<file path="src/rtl/lmfs_pkg.sv">
package lmfs_pkg;

    localparam int ROWS = 8;

    // action codes
    localparam logic [2:0] ACT_PIXEL  = 3'd0;
    localparam logic [2:0] ACT_ROLL   = 3'd1;
    localparam logic [2:0] ACT_REFR   = 3'd2;
    localparam logic [2:0] ACT_INIT   = 3'd3;
    localparam logic [2:0] ACT_DTEST  = 3'd4;
    localparam logic [2:0] ACT_INTENS = 3'd5;

    // driver register addresses, high byte of the word
    localparam logic [15:0] CMD_DECODE   = 16'h0900;
    localparam logic [15:0] CMD_INTENS   = 16'h0A00;
    localparam logic [15:0] CMD_SCANLIM  = 16'h0B00;
    localparam logic [15:0] CMD_SHUTDOWN = 16'h0C00;
    localparam logic [15:0] CMD_DTEST    = 16'h0F00;

    localparam logic [15:0] WORD_SHUTDOWN_OFF = CMD_SHUTDOWN | 16'h0001;
    localparam logic [15:0] WORD_INTENS_DFLT  = CMD_INTENS | 16'h0003;
    localparam logic [15:0] WORD_SCANLIM_ALL  = CMD_SCANLIM | 16'h0007;

    localparam logic [3:0] INTENS_RESET = 4'd3;

    // frame read address source
    localparam logic [1:0] RD_PIX  = 2'd0;
    localparam logic [1:0] RD_CUR  = 2'd1;
    localparam logic [1:0] RD_NEXT = 2'd2;

    typedef struct packed {
        logic [2:0] action;
        logic [6:0] x_pos;
        logic [3:0] y_pos;
        logic       value;
    } t_in;

    typedef struct packed {
        logic        kind;
        logic [15:0] spi_word;
        logic        latch_end;
        logic        point_ok;
        logic        last;
    } t_out;

    typedef struct packed {
        logic       load_item;
        logic       clr_cnt;
        logic       inc_col;
        logic       next_row;
        logic       rd_en;
        logic [1:0] rd_sel;
        logic       wr_pix;
        logic       roll_step;
        logic       out_load;
        logic       out_status;
    } t_cmd;

    typedef struct packed {
        logic [2:0] action;
        logic       pix_ok;
        logic       col_mod_last;
        logic       col_lt_mod;
        logic       col_roll_end;
        logic       row_last;
        logic       grp_last;
        logic       out_free;
    } t_sts;

endpackage

</file>
<file path="src/rtl/lmfs_ctrl.sv">
module lmfs_ctrl (
    input  logic            i_clk,
    input  logic            i_rst_n,
    input  logic            i_in_valid,
    output logic            o_in_stall,
    input  lmfs_pkg::t_sts  i_sts,
    output lmfs_pkg::t_cmd  o_cmd
);
    import lmfs_pkg::*;

    localparam logic [2:0] S_IDLE   = 3'd0;
    localparam logic [2:0] S_PX_RD  = 3'd1;
    localparam logic [2:0] S_PX_WR  = 3'd2;
    localparam logic [2:0] S_PX_OUT = 3'd3;
    localparam logic [2:0] S_EM_RD  = 3'd4;
    localparam logic [2:0] S_EM_OUT = 3'd5;
    localparam logic [2:0] S_ROLL   = 3'd6;

    logic [2:0] r_state;
    logic [2:0] n_state;

    assign o_in_stall = (r_state != S_IDLE);

    always_comb begin
        n_state = r_state;
        o_cmd   = '0;
        case (r_state)
            S_IDLE: begin
                if (i_in_valid) begin
                    o_cmd.load_item = 1'b1;
                    o_cmd.clr_cnt   = 1'b1;
                    case (i_sts.action)
                        ACT_PIXEL: n_state = S_PX_RD;
                        ACT_ROLL:  n_state = S_ROLL;
                        ACT_REFR:  n_state = S_EM_RD;
                        default: begin
                            if (i_sts.action inside {ACT_INIT, ACT_DTEST, ACT_INTENS})
                                n_state = S_EM_OUT;
                        end
                    endcase
                end
            end
            S_PX_RD: begin
                if (i_sts.pix_ok) begin
                    o_cmd.rd_en  = 1'b1;
                    o_cmd.rd_sel = RD_PIX;
                    n_state      = S_PX_WR;
                end else begin
                    n_state = S_PX_OUT;
                end
            end
            S_PX_WR: begin
                o_cmd.wr_pix = 1'b1;
                n_state      = S_PX_OUT;
            end
            S_PX_OUT: begin
                if (i_sts.out_free) begin
                    o_cmd.out_load   = 1'b1;
                    o_cmd.out_status = 1'b1;
                    n_state          = S_IDLE;
                end
            end
            S_EM_RD: begin
                o_cmd.rd_en  = 1'b1;
                o_cmd.rd_sel = RD_NEXT;
                n_state      = S_EM_OUT;
            end
            S_EM_OUT: begin
                if (i_sts.out_free) begin
                    o_cmd.out_load = 1'b1;
                    if (i_sts.col_mod_last && i_sts.grp_last) begin
                        n_state = S_IDLE;
                    end else begin
                        // prefetch the next frame byte while this word goes out
                        o_cmd.rd_en  = 1'b1;
                        o_cmd.rd_sel = RD_NEXT;
                        if (i_sts.col_mod_last)
                            o_cmd.next_row = 1'b1;
                        else
                            o_cmd.inc_col = 1'b1;
                    end
                end
            end
            S_ROLL: begin
                o_cmd.roll_step = 1'b1;
                o_cmd.rd_sel    = RD_CUR;
                o_cmd.rd_en     = i_sts.col_lt_mod;
                if (i_sts.col_roll_end) begin
                    if (i_sts.row_last)
                        n_state = S_IDLE;
                    else
                        o_cmd.next_row = 1'b1;
                end else begin
                    o_cmd.inc_col = 1'b1;
                end
            end
            default: n_state = S_IDLE;
        endcase
    end

    always_ff @(posedge i_clk) begin
        if (!i_rst_n)
            r_state <= S_IDLE;
        else
            r_state <= n_state;
    end

endmodule

</file>
<file path="src/rtl/lmfs_datapath.sv">
module lmfs_datapath #(
    parameter int MODULES = 4
) (
    input  logic            i_clk,
    input  logic            i_rst_n,
    input  lmfs_pkg::t_in   i_in_data,
    input  logic            i_cfg_we,
    input  logic [3:0]      i_cfg_data,
    input  lmfs_pkg::t_cmd  i_cmd,
    output lmfs_pkg::t_sts  o_sts,
    input  logic            i_out_stall,
    output logic            o_out_valid,
    output lmfs_pkg::t_out  o_out_data
);
    import lmfs_pkg::*;

    localparam int MW    = (MODULES > 1) ? $clog2(MODULES) : 1;
    localparam int CW    = $clog2(MODULES + 2);
    localparam int AW    = 3 + MW;
    localparam int DEPTH = 1 << AW;
    localparam int XLIM  = 8 * MODULES;

    t_in              r_in;
    logic [3:0]       r_intens;
    logic [2:0]       r_row;
    logic [2:0]       n_row;
    logic [CW-1:0]    r_col;
    logic [CW-1:0]    n_col;
    logic [7:0]       r_prev;
    logic             r_msb0;
    logic             r_out_valid;
    t_out             r_out;

    logic [7:0]       r_mem [DEPTH];
    logic [DEPTH-1:0] r_vld;
    logic [7:0]       r_rdata;
    logic             r_rvld;
    logic [7:0]       rd_byte;
    logic [AW-1:0]    rd_addr;
    logic             wr_en;
    logic [AW-1:0]    wr_addr;
    logic [7:0]       wr_data;

    logic             pix_ok;
    logic [7:0]       pix_mask;
    logic [CW-1:0]    col_m2;
    logic             roll_wr;
    logic             roll_end;
    logic             grp_last;
    logic [15:0]      word;
    logic             out_free;

    // input latch and intensity register
    always_ff @(posedge i_clk) begin
        if (i_cmd.load_item)
            r_in <= i_in_data;
    end

    always_ff @(posedge i_clk) begin
        if (!i_rst_n)
            r_intens <= INTENS_RESET;
        else if (i_cfg_we)
            r_intens <= i_cfg_data;
    end

    // row / column counters
    always_comb begin
        n_row = r_row;
        n_col = r_col;
        if (i_cmd.clr_cnt) begin
            n_row = '0;
            n_col = '0;
        end else if (i_cmd.next_row) begin
            n_row = r_row + 3'd1;
            n_col = '0;
        end else if (i_cmd.inc_col) begin
            n_col = r_col + CW'(1);
        end
    end

    always_ff @(posedge i_clk) begin
        if (!i_rst_n) begin
            r_row <= '0;
            r_col <= '0;
        end else begin
            r_row <= n_row;
            r_col <= n_col;
        end
    end

    // frame memory, entry {row, module}; unwritten entries read as zero
    assign rd_byte = r_rvld ? r_rdata : 8'h00;

    always_comb begin
        case (i_cmd.rd_sel)
            RD_PIX:  rd_addr = {r_in.y_pos[2:0], r_in.x_pos[3 +: MW]};
            RD_CUR:  rd_addr = {r_row, r_col[MW-1:0]};
            RD_NEXT: rd_addr = {n_row, n_col[MW-1:0]};
            default: rd_addr = {r_row, r_col[MW-1:0]};
        endcase
    end

    always_ff @(posedge i_clk) begin
        if (wr_en)
            r_mem[wr_addr] <= wr_data;
        if (i_cmd.rd_en) begin
            r_rdata <= r_mem[rd_addr];
            r_rvld  <= r_vld[rd_addr];
        end
    end

    always_ff @(posedge i_clk) begin
        if (!i_rst_n)
            r_vld <= '0;
        else if (wr_en)
            r_vld[wr_addr] <= 1'b1;
    end

    // pixel edit
    assign pix_ok   = ({1'b0, r_in.x_pos} < 8'(XLIM)) && !r_in.y_pos[3];
    assign pix_mask = 8'h80 >> r_in.x_pos[2:0];

    // roll: byte m takes (v[m] << 1) | msb of v[m+1], last byte wraps msb of byte 0
    assign col_m2   = r_col - CW'(2);
    assign roll_end = (r_col == CW'(MODULES + 1));
    assign roll_wr  = i_cmd.roll_step && (r_col >= CW'(2));

    always_comb begin
        wr_en   = 1'b0;
        wr_addr = {r_row, r_col[MW-1:0]};
        wr_data = rd_byte;
        if (i_cmd.wr_pix) begin
            wr_en   = 1'b1;
            wr_addr = {r_in.y_pos[2:0], r_in.x_pos[3 +: MW]};
            wr_data = r_in.value ? (rd_byte | pix_mask) : (rd_byte & ~pix_mask);
        end else if (roll_wr) begin
            wr_en = 1'b1;
            if (roll_end) begin
                wr_addr = {r_row, MW'(MODULES - 1)};
                wr_data = {r_prev[6:0], r_msb0};
            end else begin
                wr_addr = {r_row, col_m2[MW-1:0]};
                wr_data = {r_prev[6:0], rd_byte[7]};
            end
        end
    end

    always_ff @(posedge i_clk) begin
        if (i_cmd.roll_step && (r_col >= CW'(1)) && (r_col <= CW'(MODULES))) begin
            r_prev <= rd_byte;
            if (r_col == CW'(1))
                r_msb0 <= rd_byte[7];
        end
    end

    // command word for the current group and module
    always_comb begin
        word     = 16'h0000;
        grp_last = 1'b1;
        case (r_in.action)
            ACT_REFR: begin
                word     = {4'h0, {1'b0, r_row} + 4'd1, rd_byte};
                grp_last = (r_row == 3'd7);
            end
            ACT_INIT: begin
                grp_last = (r_row == 3'd3);
                case (r_row[1:0])
                    2'd0:    word = WORD_SHUTDOWN_OFF;
                    2'd1:    word = CMD_DECODE;
                    2'd2:    word = WORD_INTENS_DFLT;
                    default: word = WORD_SCANLIM_ALL;
                endcase
            end
            ACT_DTEST:  word = CMD_DTEST | {15'h0, r_in.value};
            ACT_INTENS: word = CMD_INTENS | {12'h0, r_intens};
            default:    word = 16'h0000;
        endcase
    end

    // output register
    assign out_free    = !r_out_valid || !i_out_stall;
    assign o_out_valid = r_out_valid;
    assign o_out_data  = r_out;

    always_ff @(posedge i_clk) begin
        if (!i_rst_n)
            r_out_valid <= 1'b0;
        else if (i_cmd.out_load)
            r_out_valid <= 1'b1;
        else if (!i_out_stall)
            r_out_valid <= 1'b0;
    end

    always_ff @(posedge i_clk) begin
        if (i_cmd.out_load) begin
            if (i_cmd.out_status) begin
                r_out.kind      <= 1'b0;
                r_out.spi_word  <= 16'h0000;
                r_out.latch_end <= 1'b0;
                r_out.point_ok  <= pix_ok;
                r_out.last      <= 1'b1;
            end else begin
                r_out.kind      <= 1'b1;
                r_out.spi_word  <= word;
                r_out.latch_end <= o_sts.col_mod_last;
                r_out.point_ok  <= 1'b0;
                r_out.last      <= o_sts.col_mod_last && grp_last;
            end
        end
    end

    assign o_sts.action       = i_in_data.action;
    assign o_sts.pix_ok       = pix_ok;
    assign o_sts.col_mod_last = (r_col == CW'(MODULES - 1));
    assign o_sts.col_lt_mod   = (r_col < CW'(MODULES));
    assign o_sts.col_roll_end = roll_end;
    assign o_sts.row_last     = (r_row == 3'd7);
    assign o_sts.grp_last     = grp_last;
    assign o_sts.out_free     = out_free;

endmodule

</file>
<file path="src/rtl/led_matrix_frame_serializer.sv">
// Frame buffer and command serializer for a chain of MODULES 8x8 LED drivers.
// Input channel: one beat per action (pixel, roll, refresh, init, display test,
//   apply intensity). o_in_stall is high from the accepting edge until the
//   last result beat is loaded into the output register or a roll ends.
// Output channel: result beats in order; kind 0 is a pixel status beat, kind 1
//   a 16-bit driver word. latch_end marks the last word of each all-modules
//   group, last marks the final beat of an action.
// Per action: pixel reads and writes back one frame byte (skipped with out-of-range
//   coordinates), refresh sends one frame byte per cycle while the output is not
//   stalled, prefetched while the previous word goes out, and roll runs a
//   read-modify-write over the frame memory, reading one byte while writing back
//   another, and loads no output beat.
//   Action codes six and seven produce nothing.
// Receiver stall: the output register holds its beat; the sequencer waits
//   and resumes without losing or repeating a beat. One result may wait in the
//   output register while the next action is accepted.
// Reset (synchronous, active low): frame reads as all zero via per-entry valid
//   bits, intensity returns to 3, both channels go idle. No clearing pass.
// The user writes intensity (i_cfg_we/i_cfg_data) only while idle; unenforced.
module led_matrix_frame_serializer #(
    parameter int MODULES = 4
) (
    input  logic            i_clk,
    input  logic            i_rst_n,
    input  logic            i_in_valid,
    output logic            o_in_stall,
    input  lmfs_pkg::t_in   i_in_data,
    output logic            o_out_valid,
    input  logic            i_out_stall,
    output lmfs_pkg::t_out  o_out_data,
    input  logic            i_cfg_we,
    input  logic [3:0]      i_cfg_data
);
    import lmfs_pkg::*;

    t_cmd cmd;
    t_sts sts;

    lmfs_ctrl u_ctrl (
        .i_clk      (i_clk),
        .i_rst_n    (i_rst_n),
        .i_in_valid (i_in_valid),
        .o_in_stall (o_in_stall),
        .i_sts      (sts),
        .o_cmd      (cmd)
    );

    lmfs_datapath #(
        .MODULES (MODULES)
    ) u_dp (
        .i_clk       (i_clk),
        .i_rst_n     (i_rst_n),
        .i_in_data   (i_in_data),
        .i_cfg_we    (i_cfg_we),
        .i_cfg_data  (i_cfg_data),
        .i_cmd       (cmd),
        .o_sts       (sts),
        .i_out_stall (i_out_stall),
        .o_out_valid (o_out_valid),
        .o_out_data  (o_out_data)
    );

endmodule
</file>
<file path="config.mk">
export PLATFORM = sky130hd
export DESIGN_NAME = led_matrix_frame_serializer
export DESIGN_NICKNAME = d
export VERILOG_FILES = /design/src/rtl/lmfs_pkg.sv /design/src/rtl/lmfs_ctrl.sv /design/src/rtl/lmfs_datapath.sv /design/src/rtl/led_matrix_frame_serializer.sv
export SDC_FILE = /design/constraint.sdc
export NUM_CORES = 1
export LEC_CHECK = 0
export BUFFER_PORTS_ARGS = -buffer_cell sky130_fd_sc_hd__buf_2
export CAP_MARGIN = 20
export CORE_MARGIN = 2
export CORE_UTILIZATION = 50
export DETAILED_ROUTE_END_ITERATION = 8
export GPL_ROUTABILITY_DRIVEN = 0
export PLACE_DENSITY = 0.77
export REMOVE_ABC_BUFFERS = 1
export SYNTH_ARGS = -nofsm -noshare
export SYNTH_HDL_FRONTEND = slang
export SYNTH_SLANG_ARGS = --single-unit
</file>
<file path="constraint.sdc">
create_clock -name i_clk -period 3.7 [get_ports i_clk]
set_input_delay 0.925 -clock i_clk [delete_from_list [all_inputs] [get_ports i_clk]]
set_output_delay 0.925 -clock i_clk [all_outputs]
set_load 0.05 [all_outputs]
</file>
==> run metrics <==
status=complete, no violations; # IOs=46; Clock Pin Slew Worst Setup and Hold Paths=0.06 ns; vias in the first global route=9921; Clock Latency Late Sink=0.53 ns; DR vias=10135; mean area per synthesized cell=12.38 µm²; crit path launch type=register; setup TNS=0 ns; Post-Syn Area=0.01483 mm²; area delta synth->final=16.22%; Setup crit end kind=register; switching pwr=5.962 mW; top cell type's share of synthesized area=61.54%; most frequent cells in the layout=edfxtp_1 (304), nand2_1 (260), buf_4 (77), nor2_1 (70); Rel. slew slack=35.52%; worst-margin pin slew=0.9637 ns; nets=1334; CP Max Fanout=32; Initial Utilization=50.45%; Max Root-Sink Buffers=3; endpoints failing setup=0; XOR/XNOR Fraction of Synth Area=0.1771%; Synth area leader=edfxtp_1; Logic pwr share=43.2%; WL/cell=20.71 µm; first-pass GRT wire length=54940 µm; CTS Hold Bufs=0; Place WS=-0.1373 ns; Critical Path AT=3.83 ns; Design Area, Final=0.01724 mm²; row count=63; die area=0.03106 mm²; Post-Synth Adder-Cell Area=1.097%; RSZ-0062 raised after global routing=yes; largest family of logic cells by synthesized area=simple AND/OR/NAND/NOR gates; Die W=176.2 µm; CTS tree=done; root buffer cell=clkbuf_16; Post-DRT Antenna Nets=0; PwrDens=909.3 mW/mm²; clock sink count=350; Final min period=3.509 ns; DRC errors left=0; Setup Skew=0.03459 ns; maxcap violations=0; complex-gate fraction of the synthesized area=9.928%; Via density=5.917; Cell Area, Placed=0.01603 mm²; GRT Total Usage=22.91%; Post-synth top flop=edfxtp_1; commonest non-fill, non-tap cell in the layout=edfxtp_1; CTS Buf Count=36; Pre-antenna DRT Iters=6; pin count of the biggest net entering global routing=54; 1st-iter DRT viols=1033; Internal=9.713 mW; number of flops mapped to enable cells by yosys=304; initial antenna violation count=1; VDD IR max=0.4467 mV; grt ovf=0; port buffer count=41; diodes inserted=0; Fmax=285.0 MHz; Post-Synthesis Cells=1198; Synth Warn #=0; synthesis-stage register bit count=350; Seq pwr share=34.1%; CP required=4.03 ns; Leak=6.330 nW; Final Hold Vio Count=0; Unique masters post-synth=69; synth top area cells=edfxtp_1 (62%), nand2_1 (6.6%), dfxtp_1 (6.2%); H-Tree Level Count=2; FFs w/ async S/R, synth=0%; Clk network pwr share=22.7%; fin. max-slew vios=0; DRT Wirelength=35480 µm; Post-DP HPWL=23050 µm; post-synthesis sequential area ratio=67.75%; Crit Path Class=register to register; Post-Synth Simple-Gate Area=14.33%; worst setup margin=0.1908 ns; fin crit share=94.84%; Hold Path Class=register to register; Net Sw Frac=38.04%; multiplexer share of the synthesized area=3.458%; Core Area=0.02940 mm²; share of post-route cells with drive strength above 1=16.25%; Die H=176.2 µm
Yosys cell counts, types with 3 or more instances:
cell type	count
a211oi_1	4
a21oi_1	35
a221oi_1	4
a22oi_1	3
a311oi_1	17
a31oi_1	36
and2_1	8
and3_1	48
buf_2	22
buf_4	20
clkbuf_1	26
dfxtp_1	46
edfxtp_1	304
ha_1	13
inv_1	23
mux2i_1	49
nand2_1	261
nand2b_1	9
nand3_1	25
nand4_1	4
nor2_1	71
nor2b_1	7
nor3_1	19
nor4_1	7
o211ai_1	3
o21a_1	33
o21ai_0	13
o221a_2	3
o22ai_1	27
or3_1	4
metal layers:
metal	global-route usage (%)	part of all wire (%)	vias up
met5	0	0	-
met4	8.402	3.3	0
met3	3.295	7.7	92
met2	38.55	48	469
met1	30.50	41	4971
li1	-	-	4603
sequential cells by signal, indices dropped and copies added, names as in the netlist:
signal	count
u_dp.r_msb0	1
u_dp.r_vld	32
u_dp.r_col	3
u_ctrl.r_state	3
u_dp.r_rvld	1
u_dp.r_in	15
u_dp.r_mem	256
u_dp.r_row	3
u_dp.r_intens	4
u_dp.r_rdata	8
u_dp.o_out_valid	1
u_dp.r_prev	7
u_dp.o_out_data	16
logic make-up after synthesis:
| family | after synthesis |
|---|---|
| AND/OR/NAND/NOR | 476 |
| flip-flops | 350 |
| AO/OA/AOI/OAI | 208 |
| buffers and inverters | 96 |
| multiplexers | 51 |
| adder cells (fa/ha/maj) | 13 |
| XOR/XNOR | 3 |
| other | 1 |
power groups by stage:
stage / clock network, mW / logic [mW] / registers [mW]
after detailed placement: 0 / 6.61 / 5.42
after global placement: 0 / 6.41 / 5.41
final: 3.55 / 6.77 / 5.35
after floorplan: 0 / 3.66 / 5.53
after global routing: 3.74 / 7.23 / 5.36
after CTS: 3.59 / 6.65 / 5.34
per-stage QoR:
step	utilization, %	cells	power, mW	hold slack [ns]
after detailed placement	54.52	1649	12.02	0.4526
after CTS	58.45	1713	15.57	0.4666
after floorplan	-	1128	9.195	0.4405
final	58.63	1713	15.68	0.4644
after global placement	54.52	1649	11.82	0.4467
after global routing	58.63	1713	16.34	0.4751
critical path, stage by stage, from the launching register on:
cell       delay [ns]
dfxtp_1          0.42
ha_1             0.19
ha_1             0.28
nor3b_2          0.09
nand2_1          0.23
o211ai_4         0.17
a2111oi_4        0.43
buf_12           0.22
buf_12           0.20
buf_12           0.20
nand2_1          0.09
and3_1           0.16
a31oi_1          0.20
o22ai_1          0.15
nor4_1           0.26
what timing repair did:
item                       CTS  global route
buffers inserted             0             0
gates resized for setup      0            10
setup endpoints to repair    0             9
path summary, 6_finish.rpt:
kind                     endpoint  cells past startpoint           start  slack (ns)
hold reg to reg    u_dp.r_vld[20]                      1  u_dp.r_vld[20]        0.46
hold / removal     u_dp.r_vld[20]                      1  u_dp.r_vld[20]        0.46
setup / recovery  u_dp.r_rdata[0]                     14   u_dp.r_col[1]        0.19
setup reg to reg  u_dp.r_rdata[0]                     14   u_dp.r_col[1]        0.19
area by class of cell:
cell class                 instances  area [µm²]
sequential                       350       10050
inverter                          23       86.33
clock buffer                      47       982.2
timing repair buffer             131        1044
clock inverter                    17       173.9
tap                              390       488.0
multi-input combinational        755        4413
fill                            2249       12160
No activity file was read; power rests on OpenSTA's default activity.
